--- config.mk ---
export PLATFORM = sky130hd
export DESIGN_NAME = binomial_coefficient_saturating_top
export DESIGN_NICKNAME = d
export VERILOG_FILES = /design/src/sv/bc_pkg.sv /design/src/sv/bc_front.sv /design/src/sv/bc_queue.sv /design/src/sv/bc_back.sv /design/src/sv/binomial_coefficient_saturating_top.sv
export SDC_FILE = /design/constraint.sdc
export NUM_CORES = 2
export LEC_CHECK = 0
export ABC_AREA = 0
export BUFFER_PORTS_ARGS = -buffer_cell sky130_fd_sc_hd__buf_4
export CORE_MARGIN = 3
export CORE_UTILIZATION = 55
export CTS_CLUSTER_SIZE = 16
export DETAILED_ROUTE_END_ITERATION = 6
export HOLD_SLACK_MARGIN = 0.02
export PLACE_DENSITY = 0.74
export SETUP_SLACK_MARGIN = 0.5
export SYNTH_ARGS = -nofsm -noshare
export SYNTH_HDL_FRONTEND = slang
export SYNTH_HIERARCHICAL = 1
export SYNTH_SLANG_ARGS = --single-unit
--- constraint.sdc ---
create_clock -name clock -period 22.6 [get_ports clock]
set_clock_uncertainty 0.05 [all_clocks]
set_input_delay 4.52 -clock clock [delete_from_list [all_inputs] [get_ports clock]]
set_output_delay 4.52 -clock clock [all_outputs]
set_load 0.01 [all_outputs]
--- src/sv/bc_pkg.sv ---
`timescale 1ns / 1ps
// ----------------------------------------------------------------------------
// bc_pkg: shared types and constants for the binomial coefficient block
// Job descriptor passed from the front end to the back end, sequencer
// states and datapath widths.
// ----------------------------------------------------------------------------
package bc_pkg;

   localparam int ARG_W   = 16;                  // n and k
   localparam int MULT_W  = ARG_W + 1;           // n-k+d
   localparam int COEF_W  = 64;                  // result width
   localparam int HALF_W  = COEF_W / 2;          // multiplier operand split
   localparam int DIV_BITS   = 8;                // quotient bits per cycle
   localparam int PROD_W     = 88;               // padded product width
   localparam int DIV_CYCLES = PROD_W / DIV_BITS;
   localparam int DIV_CNT_W  = $clog2(DIV_CYCLES);

   localparam logic [COEF_W-1:0] SAT_LIMIT = 64'hFFFF_FFFF_FFFF_FFFE;

   typedef enum logic [1:0] {
      JOB_ZERO,
      JOB_ONE,
      JOB_LOOP
   } bc_kind_type;

   typedef struct packed {
      bc_kind_type      kind;
      logic [ARG_W-1:0] base_j;   // n - k after folding k
      logic [ARG_W-1:0] steps_k;  // folded k, number of steps
   } bc_job_type;

   typedef enum logic [2:0] {
      ST_IDLE,
      ST_MUL_LO,
      ST_MUL_HI,
      ST_DIVIDE,
      ST_CHECK,
      ST_HOLD
   } bc_state_type;

endpackage

--- src/sv/bc_front.sv ---
`timescale 1ns / 1ps
// ----------------------------------------------------------------------------
// bc_front: request classifier
// Sorts each request into a trivial case or a loop job and folds k to
// min(k, n-k).
// ----------------------------------------------------------------------------
module bc_front (
   input  logic [15:0]        req_count_n,
   input  logic [15:0]        req_choose_k,
   output bc_pkg::bc_job_type job
);
   import bc_pkg::*;

   logic [ARG_W-1:0] rest;
   logic [ARG_W-1:0] fold_k;

   assign rest   = req_count_n - req_choose_k;
   assign fold_k = (rest < req_choose_k) ? rest : req_choose_k;

   always_comb begin
      job.base_j  = req_count_n - fold_k;
      job.steps_k = fold_k;
      if (req_choose_k > req_count_n) begin
         job.kind = JOB_ZERO;
      end else if (req_choose_k == '0 || req_choose_k == req_count_n) begin
         job.kind = JOB_ONE;
      end else begin
         job.kind = JOB_LOOP;
      end
   end

endmodule

--- src/sv/bc_queue.sv ---
`timescale 1ns / 1ps
// ----------------------------------------------------------------------------
// bc_queue: job queue
// Small FIFO of job descriptors between the front end and the back end.
// ----------------------------------------------------------------------------
module bc_queue #(
   parameter int DEPTH = 2
) (
   input  logic               clock,
   input  logic               reset,
   input  logic               push_valid,
   input  bc_pkg::bc_job_type push_job,
   output logic               full,
   output logic               head_valid,
   output bc_pkg::bc_job_type head_job,
   input  logic               pop
);
   import bc_pkg::*;

   localparam int PTR_W = $clog2(DEPTH);
   localparam int CNT_W = $clog2(DEPTH + 1);
   localparam logic [PTR_W-1:0] LAST = PTR_W'(DEPTH - 1);

   bc_job_type        entry_ff [DEPTH];
   logic [PTR_W-1:0]  wr_ptr_ff, wr_ptr_in;
   logic [PTR_W-1:0]  rd_ptr_ff, rd_ptr_in;
   logic [CNT_W-1:0]  count_ff, count_in;
   logic              push_fire;
   logic              pop_fire;

   assign full       = (count_ff == CNT_W'(DEPTH));
   assign head_valid = (count_ff != '0);
   assign head_job   = entry_ff[rd_ptr_ff];
   assign push_fire  = push_valid && !full;
   assign pop_fire   = pop && head_valid;

   always_comb begin
      wr_ptr_in = wr_ptr_ff;
      rd_ptr_in = rd_ptr_ff;
      count_in  = count_ff;
      if (push_fire) begin
         wr_ptr_in = (wr_ptr_ff == LAST) ? '0 : wr_ptr_ff + PTR_W'(1);
      end
      if (pop_fire) begin
         rd_ptr_in = (rd_ptr_ff == LAST) ? '0 : rd_ptr_ff + PTR_W'(1);
      end
      if (push_fire && !pop_fire) begin
         count_in = count_ff + CNT_W'(1);
      end else if (pop_fire && !push_fire) begin
         count_in = count_ff - CNT_W'(1);
      end
   end

   always_ff @(posedge clock) begin
      if (reset) begin
         wr_ptr_ff <= '0;
         rd_ptr_ff <= '0;
         count_ff  <= '0;
      end else begin
         wr_ptr_ff <= wr_ptr_in;
         rd_ptr_ff <= rd_ptr_in;
         count_ff  <= count_in;
      end
   end

   always_ff @(posedge clock) begin
      if (push_fire) begin
         entry_ff[wr_ptr_ff] <= push_job;
      end
   end

`ifndef SYNTHESIS
   a_count_bound: assert property (@(posedge clock) disable iff (reset)
      count_ff <= CNT_W'(DEPTH))
      else $error("queue count above depth");

   a_push_grows: assert property (@(posedge clock) disable iff (reset)
      (push_fire && !pop_fire) |=> count_ff == $past(count_ff) + CNT_W'(1))
      else $error("queue count did not grow on push");

   a_ptr_gap: assert property (@(posedge clock) disable iff (reset)
      (count_ff == '0) |-> (wr_ptr_ff == rd_ptr_ff))
      else $error("empty queue with pointers apart");
`endif

endmodule

--- src/sv/bc_back.sv ---
`timescale 1ns / 1ps
// ----------------------------------------------------------------------------
// bc_back: multiply-divide sequencer
// Runs r = r * (j + d) / d for d = 1 .. k with a split 32x17 multiplier and
// an 8-bit-per-cycle restoring divider; holds the result in an output
// register.
// ----------------------------------------------------------------------------
module bc_back (
   input  logic               clock,
   input  logic               reset,
   input  logic               job_valid,
   input  bc_pkg::bc_job_type job,
   output logic               job_pop,
   output logic               rsp_valid,
   input  logic               rsp_stall,
   output logic [63:0]        rsp_coefficient,
   output logic               rsp_saturated
);
   import bc_pkg::*;

   bc_state_type          state_ff, state_in;
   logic [COEF_W-1:0]     r_ff, r_in;
   logic                  sat_ff, sat_in;
   logic [ARG_W-1:0]      j_ff, j_in;
   logic [ARG_W-1:0]      k_ff, k_in;
   logic [ARG_W-1:0]      d_ff, d_in;
   logic [PROD_W-1:0]     p_ff, p_in;
   logic [ARG_W-1:0]      rem_ff, rem_in;
   logic [DIV_CNT_W-1:0]  cnt_ff, cnt_in;
   logic                  out_valid_ff, out_valid_in;
   logic [COEF_W-1:0]     out_coef_ff, out_coef_in;
   logic                  out_sat_ff, out_sat_in;

   logic [MULT_W-1:0]          mult;
   logic [HALF_W+MULT_W-1:0]   lo_prod;
   logic [HALF_W+MULT_W-1:0]   hi_prod;
   logic [HALF_W+MULT_W-1:0]   hi_sum;
   logic [ARG_W-1:0]           div_rem;
   logic [DIV_BITS-1:0]        div_q;
   logic                       big;

   assign mult    = MULT_W'(j_ff) + MULT_W'(d_ff);
   assign lo_prod = r_ff[HALF_W-1:0] * mult;
   assign hi_prod = r_ff[COEF_W-1:HALF_W] * mult;
   assign hi_sum  = hi_prod + (HALF_W+MULT_W)'(p_ff[HALF_W+MULT_W-1:HALF_W]);
   assign big     = |p_ff[PROD_W-1:COEF_W];

   // eight restoring division steps on the top byte of the dividend
   always_comb begin
      logic [ARG_W:0] trial;
      div_rem = rem_ff;
      div_q   = '0;
      for (int i = 0; i < DIV_BITS; i++) begin
         trial = {div_rem, p_ff[PROD_W-1-i]};
         if (trial >= {1'b0, d_ff}) begin
            trial = trial - {1'b0, d_ff};
            div_q[DIV_BITS-1-i] = 1'b1;
         end
         div_rem = trial[ARG_W-1:0];
      end
   end

   always_comb begin
      state_in     = state_ff;
      r_in         = r_ff;
      sat_in       = sat_ff;
      j_in         = j_ff;
      k_in         = k_ff;
      d_in         = d_ff;
      p_in         = p_ff;
      rem_in       = rem_ff;
      cnt_in       = cnt_ff;
      job_pop      = 1'b0;
      out_valid_in = out_valid_ff && rsp_stall;
      out_coef_in  = out_coef_ff;
      out_sat_in   = out_sat_ff;
      case (state_ff)
         ST_IDLE: begin
            if (job_valid) begin
               job_pop = 1'b1;
               sat_in  = 1'b0;
               j_in    = job.base_j;
               k_in    = job.steps_k;
               d_in    = ARG_W'(1);
               case (job.kind)
                  JOB_ZERO: begin
                     r_in     = '0;
                     state_in = ST_HOLD;
                  end
                  JOB_ONE: begin
                     r_in     = COEF_W'(1);
                     state_in = ST_HOLD;
                  end
                  JOB_LOOP: begin
                     r_in     = COEF_W'(1);
                     state_in = ST_MUL_LO;
                  end
                  default: begin
                     r_in     = '0;
                     state_in = ST_HOLD;
                  end
               endcase
            end
         end
         ST_MUL_LO: begin
            p_in     = PROD_W'(lo_prod);
            state_in = ST_MUL_HI;
         end
         ST_MUL_HI: begin
            p_in     = {(PROD_W-COEF_W-MULT_W)'(0), hi_sum, p_ff[HALF_W-1:0]};
            rem_in   = '0;
            cnt_in   = '0;
            state_in = ST_DIVIDE;
         end
         ST_DIVIDE: begin
            p_in   = {p_ff[PROD_W-DIV_BITS-1:0], div_q};
            rem_in = div_rem;
            cnt_in = cnt_ff + DIV_CNT_W'(1);
            if (cnt_ff == DIV_CNT_W'(DIV_CYCLES - 1)) begin
               state_in = ST_CHECK;
            end
         end
         ST_CHECK: begin
            if (big || p_ff[COEF_W-1:0] >= SAT_LIMIT) begin
               r_in     = SAT_LIMIT;
               sat_in   = 1'b1;
               state_in = ST_HOLD;
            end else begin
               r_in = p_ff[COEF_W-1:0];
               if (d_ff == k_ff) begin
                  state_in = ST_HOLD;
               end else begin
                  d_in     = d_ff + ARG_W'(1);
                  state_in = ST_MUL_LO;
               end
            end
         end
         ST_HOLD: begin
            if (!out_valid_ff || !rsp_stall) begin
               out_valid_in = 1'b1;
               out_coef_in  = r_ff;
               out_sat_in   = sat_ff;
               state_in     = ST_IDLE;
            end
         end
         default: begin
            state_in = ST_IDLE;
         end
      endcase
   end

   always_ff @(posedge clock) begin
      if (reset) begin
         state_ff     <= ST_IDLE;
         out_valid_ff <= 1'b0;
      end else begin
         state_ff     <= state_in;
         out_valid_ff <= out_valid_in;
      end
   end

   always_ff @(posedge clock) begin
      r_ff        <= r_in;
      sat_ff      <= sat_in;
      j_ff        <= j_in;
      k_ff        <= k_in;
      d_ff        <= d_in;
      p_ff        <= p_in;
      rem_ff      <= rem_in;
      cnt_ff      <= cnt_in;
      out_coef_ff <= out_coef_in;
      out_sat_ff  <= out_sat_in;
   end

   assign rsp_valid       = out_valid_ff;
   assign rsp_coefficient = out_coef_ff;
   assign rsp_saturated   = out_sat_ff;

`ifndef SYNTHESIS
   a_rem_below_div: assert property (@(posedge clock) disable iff (reset)
      (state_ff == ST_DIVIDE) |-> (rem_ff < d_ff))
      else $error("division remainder not below divisor");

   a_step_range: assert property (@(posedge clock) disable iff (reset)
      (state_ff == ST_CHECK) |-> (d_ff != '0 && d_ff <= k_ff))
      else $error("step counter out of range");

   a_sat_value: assert property (@(posedge clock) disable iff (reset)
      (out_valid_ff && out_sat_ff) |-> (out_coef_ff == SAT_LIMIT))
      else $error("saturated result without limit value");

   a_pop_idle: assert property (@(posedge clock) disable iff (reset)
      job_pop |-> (job_valid && state_ff == ST_IDLE))
      else $error("job taken while busy or queue empty");
`endif

endmodule

--- src/sv/binomial_coefficient_saturating_top.sv ---
`timescale 1ns / 1ps
// ----------------------------------------------------------------------------
// binomial_coefficient_saturating_top: saturating binomial coefficient
// Returns C(n,k) for 16-bit n and k as a 64-bit value, saturating to
// 2^64-2 with a flag.
// ----------------------------------------------------------------------------
//
//   channel   dir   beat fields                        handshake
//   -------   ---   --------------------------------   ----------------------
//   req       in    req_count_n, req_choose_k          req_valid / req_stall
//   rsp       out   rsp_coefficient, rsp_saturated     rsp_valid / rsp_stall
//
// Back end: k > n, k == 0 and k == n pass from idle straight to the hold
//   state. Other beats run one multiply-divide step per d (the low and high
//   multiply states, the divide state, a check), over min(k, n-k) steps or
//   fewer when the value saturates early; at most 34 steps.
// The sequencer in bc_back sets the rate: one beat is worked at a time.
// Reset clears the queue, the sequencer and the output valid.
// req_stall rises only when the job queue is full; a stalled rsp beat holds
//   in the output register while the back end finishes the next job.
//
module binomial_coefficient_saturating_top #(
   parameter int QUEUE_DEPTH = 2
) (
   input  logic        clock,
   input  logic        reset,
   input  logic        req_valid,
   output logic        req_stall,
   input  logic [15:0] req_count_n,
   input  logic [15:0] req_choose_k,
   output logic        rsp_valid,
   input  logic        rsp_stall,
   output logic [63:0] rsp_coefficient,
   output logic        rsp_saturated
);
   import bc_pkg::*;

   bc_job_type front_job;   // classified request
   bc_job_type head_job;    // oldest queued job
   logic       queue_full;
   logic       head_valid;
   logic       job_pop;

   // classify each beat as it arrives
   bc_front u_front (
      .req_count_n  (req_count_n),
      .req_choose_k (req_choose_k),
      .job          (front_job)
   );

   // decouple intake from the long-running sequencer
   bc_queue #(
      .DEPTH (QUEUE_DEPTH)
   ) u_queue (
      .clock      (clock),
      .reset      (reset),
      .push_valid (req_valid),
      .push_job   (front_job),
      .full       (queue_full),
      .head_valid (head_valid),
      .head_job   (head_job),
      .pop        (job_pop)
   );

   // stall intake only when no queue slot is free
   assign req_stall = queue_full;

   // run the multiply-divide recurrence and hold the result
   bc_back u_back (
      .clock           (clock),
      .reset           (reset),
      .job_valid       (head_valid),
      .job             (head_job),
      .job_pop         (job_pop),
      .rsp_valid       (rsp_valid),
      .rsp_stall       (rsp_stall),
      .rsp_coefficient (rsp_coefficient),
      .rsp_saturated   (rsp_saturated)
   );

endmodule
==> results.sh <==
export IMPL_start_util_pct=55.6
export IMPL_cpPeakStageDelay_ns=0.48
export IMPL_start_kind="register"
export IMPL_finalCritPeriodShare_pct=91.5
export IMPL_h_tree_depth=2
export IMPL_antenna_found_initial=4
export IMPL_root_buffer="clkbuf_16"
export IMPL_vias_per_cell=5.81
export IMPL_tns_ns=0
export IMPL_crit_required_ns=22.91
export IMPL_rows=118
export IMPL_synth_seq_cells=363
export IMPL_cp_common_cell="o21ai_1"
export IMPL_worst_pin_slew_ns=1.10
export IMPL_cp_end_kind="register"
export IMPL_ant_nets=0
export IMPL_hpwl_um=122000
export IMPL_synth_cell_types=91
export IMPL_post_route_min_period_ns=20.68
export IMPL_drt_drc_violations_left=0
export IMPL_num_nets_final=7624
export IMPL_wirelength_um=160000
export IMPL_grt_pass1_wl_um=255000
export IMPL_port_buffers=102
export IMPL_synthesis_nets=7626
export IMPL_path_clk_slew_ns=0.07
export IMPL_grt_pass1_vias=46200
export IMPL_outcome="complete, no violations"
export IMPL_hold_viol_final=0
export IMPL_die_w_um=330
export IMPL_worstSetupPathType="reg -> reg"
export IMPL_fmax_ghz=0.0484
export IMPL_layout_drive_gt1_share_pct=7.64
export IMPL_rsz0062_at_grt="no"
export IMPL_gp_congestion=0.972
export IMPL_synth_area_sq_mm=0.0576
export IMPL_synthArstFlopShare_pct=0
export IMPL_grt_util_all_layers_pct=30.0
export IMPL_first_pass_iters=6
export IMPL_dr_first_iter_drc_count=3453
export IMPL_grt_max_degree=83
export IMPL_multi_input_area_sq_mm=0.0419
export IMPL_grt_overflow=0
export IMPL_area_delta_synth_final_pct=7.40
export IMPL_slowest_stage="or4_1"
export IMPL_final_common_cell="inv_1"
export IMPL_maxSlewViolCount=0
export IMPL_netlist_instances=6207
export IMPL_synth_edf_count=354
export IMPL_relSlewSlack_pct=27.0
export IMPL_cts_buffers=44
export IMPL_cts_tree="built"
export IMPL_wl_per_cell_um=21.0
export IMPL_min_path_type="reg -> reg"
export IMPL_worstPathArrival_ns=20.98
export IMPL_register_area_sq_mm=0.0108
export IMPL_core_area_sq_mm=0.104
export IMPL_die_h_um=330
export IMPL_path_max_fanout=17
export IMPL_yosysSeqAreaShare_pct=18.8
export IMPL_io_pins=103
export IMPL_die_area_sq_mm=0.109
export IMPL_ys_warn_count=6
export IMPL_clock_path_buffers=3
export IMPL_worst_r2r_path_depth=99
export IMPL_final_cell_mix="1,086 x inv_1, 955 x nand2_1, 925 x fa_1"
export IMPL_hold_depth=0
export IMPL_fillCellCount=8753
export IMPL_vias=44300
export IMPL_syn_avg_cell_area_sq_um=9.28
export IMPL_clk_latency_ns=0.66
export IMPL_ys_flop_type="edfxtp_1"
export IMPL_setup_violations=0
export IMPL_cts_sinks=363
export IMPL_hold_ws_ns=0.429
export IMPL_max_cap_violations=0
-- synthesized netlist by cell type, drive strengths merged, types with 6 or more instances --
master / instances / share of area [%]
mux2i: 27 / 0.47
o211ai: 10 / 0.14
nor4: 33 / 0.38
o21ai: 178 / 1.6
nor2: 324 / 2.1
nand3b: 9 / 0.12
inv: 1088 / 7.1
edfxtp: 354 / 18
o2111ai: 12 / 0.18
ha: 457 / 9.9
o21a: 37 / 0.48
o31a: 7 / 0.11
o31ai: 24 / 0.31
or2: 11 / 0.12
buf: 53 / 0.41
mux2: 83 / 1.6
a31oi: 28 / 0.30
a211oi: 26 / 0.35
a41oi: 6 / 0.091
clkbuf: 223 / 1.5
xor2: 62 / 0.94
xnor2: 159 / 2.4
a21o: 70 / 0.91
o41ai: 12 / 0.18
o21bai: 28 / 0.37
or3: 27 / 0.29
nand2: 958 / 6.2
nor2b: 44 / 0.50
a22o: 11 / 0.17
and3: 33 / 0.36
nand3: 79 / 0.69
fa: 926 / 32
a31o: 10 / 0.15
nand2b: 39 / 0.42
a21oi: 231 / 2.0
a221o: 8 / 0.14
a21boi: 18 / 0.23
nor3: 40 / 0.35
and2: 321 / 3.5
o221ai: 6 / 0.091
dfxtp: 9 / 0.31
nand4: 55 / 0.61
-- final timing paths --
path	to	slack (ns)	from
max	u_back/rem_ff[11]	1.92	u_back/d_ff[12]
min	u_back/rsp_saturated	0.43	u_back/sat_ff
max reg2reg	u_back/rem_ff[11]	1.92	u_back/d_ff[12]
min reg2reg	u_back/rsp_saturated	0.43	u_back/sat_ff
-- logic make-up (layout without fill, tap and decap cells) --
family | Yosys count | count (layout) | share of synthesized area, %
and+or+nand+nor | 1995 | 1996 | 16.0
other | 0 | 1 | 0
AOI/OAI and AO/OA | 769 | 769 | 8.63
buffers and inverters | 1365 | 1397 | 8.96
muxes | 110 | 110 | 2.10
DFF | 363 | 363 | 18.8
adders and majority gates | 1383 | 1383 | 42.1
xor gates and xnor gates | 222 | 222 | 3.40
-- worst max-delay path, delay by kind of cell, from the launching register on --
kind	cells	cell delay, ns
compound gates	59	11.26
simple gates	21	3.79
buf+inv	8	1.17
fa+ha+maj	8	2.61
flops	1	0.47
mux	3	1.00
-- per-stage QoR --
stage               setup slack (ns)  std cells  instance area, sq um  utilization, %
floorplan                      0.523       6207                 57600               -
global placement               0.798       7529                 60100            58.0
detailed placement             0.322       7529                 60100            58.0
CTS                            0.560       7610                 61600            59.4
global route                   0.324       7620                 61800            59.7
finish                          1.92       7621                 61800            59.7
-- area by class of cell --
class,count,area share (%)
Clock buffer,53,1.88
Clock inverter,28,0.573
Tap cell,1380,2.79
Timing Repair Buffer,227,2.82
Antenna cell,1,0.00405
Multi-Input combinational cell,4480,67.8
Inverter,1089,6.61
Sequential cell,363,17.5
-- what timing repair did --
action,in CTS,in global routing
pin swaps,0,9
cloned,0,2
hold buffers,0,0
buffers inserted,0,8
gates resized for setup,5,46
endpoints found under the setup margin,17,17
-- sequential cells by signal, summed over array words and instances (netlist names), named ones only --
name,count
u_back/state_ff,3
u_queue/wr_ptr_ff,1
u_back/cnt_ff,4
u_queue/rd_ptr_ff,1
u_back/d_ff,16
u_back/sat_ff,1
u_back/rsp_coefficient,64
u_back/k_ff,16
u_back/j_ff,16
u_back/rsp_valid,1
u_back/rem_ff,16
u_back/rsp_saturated,1
u_queue/entry_ff,68
u_queue/count_ff,2
u_back/p_ff,88
u_back/r_ff,64
-- per-layer routing --
metal	vias to the layer above	global-route usage, %	routed length [um]
li1	19800	-	-
met1	22200	40.2	64000
met2	1970	48.9	74600
met3	380	4.68	13600
met4	0	12.7	7950
met5	-	0	0
Power is not shown: default switching activity piles up to over one toggle a cycle in this logic, so the estimate is an artifact.
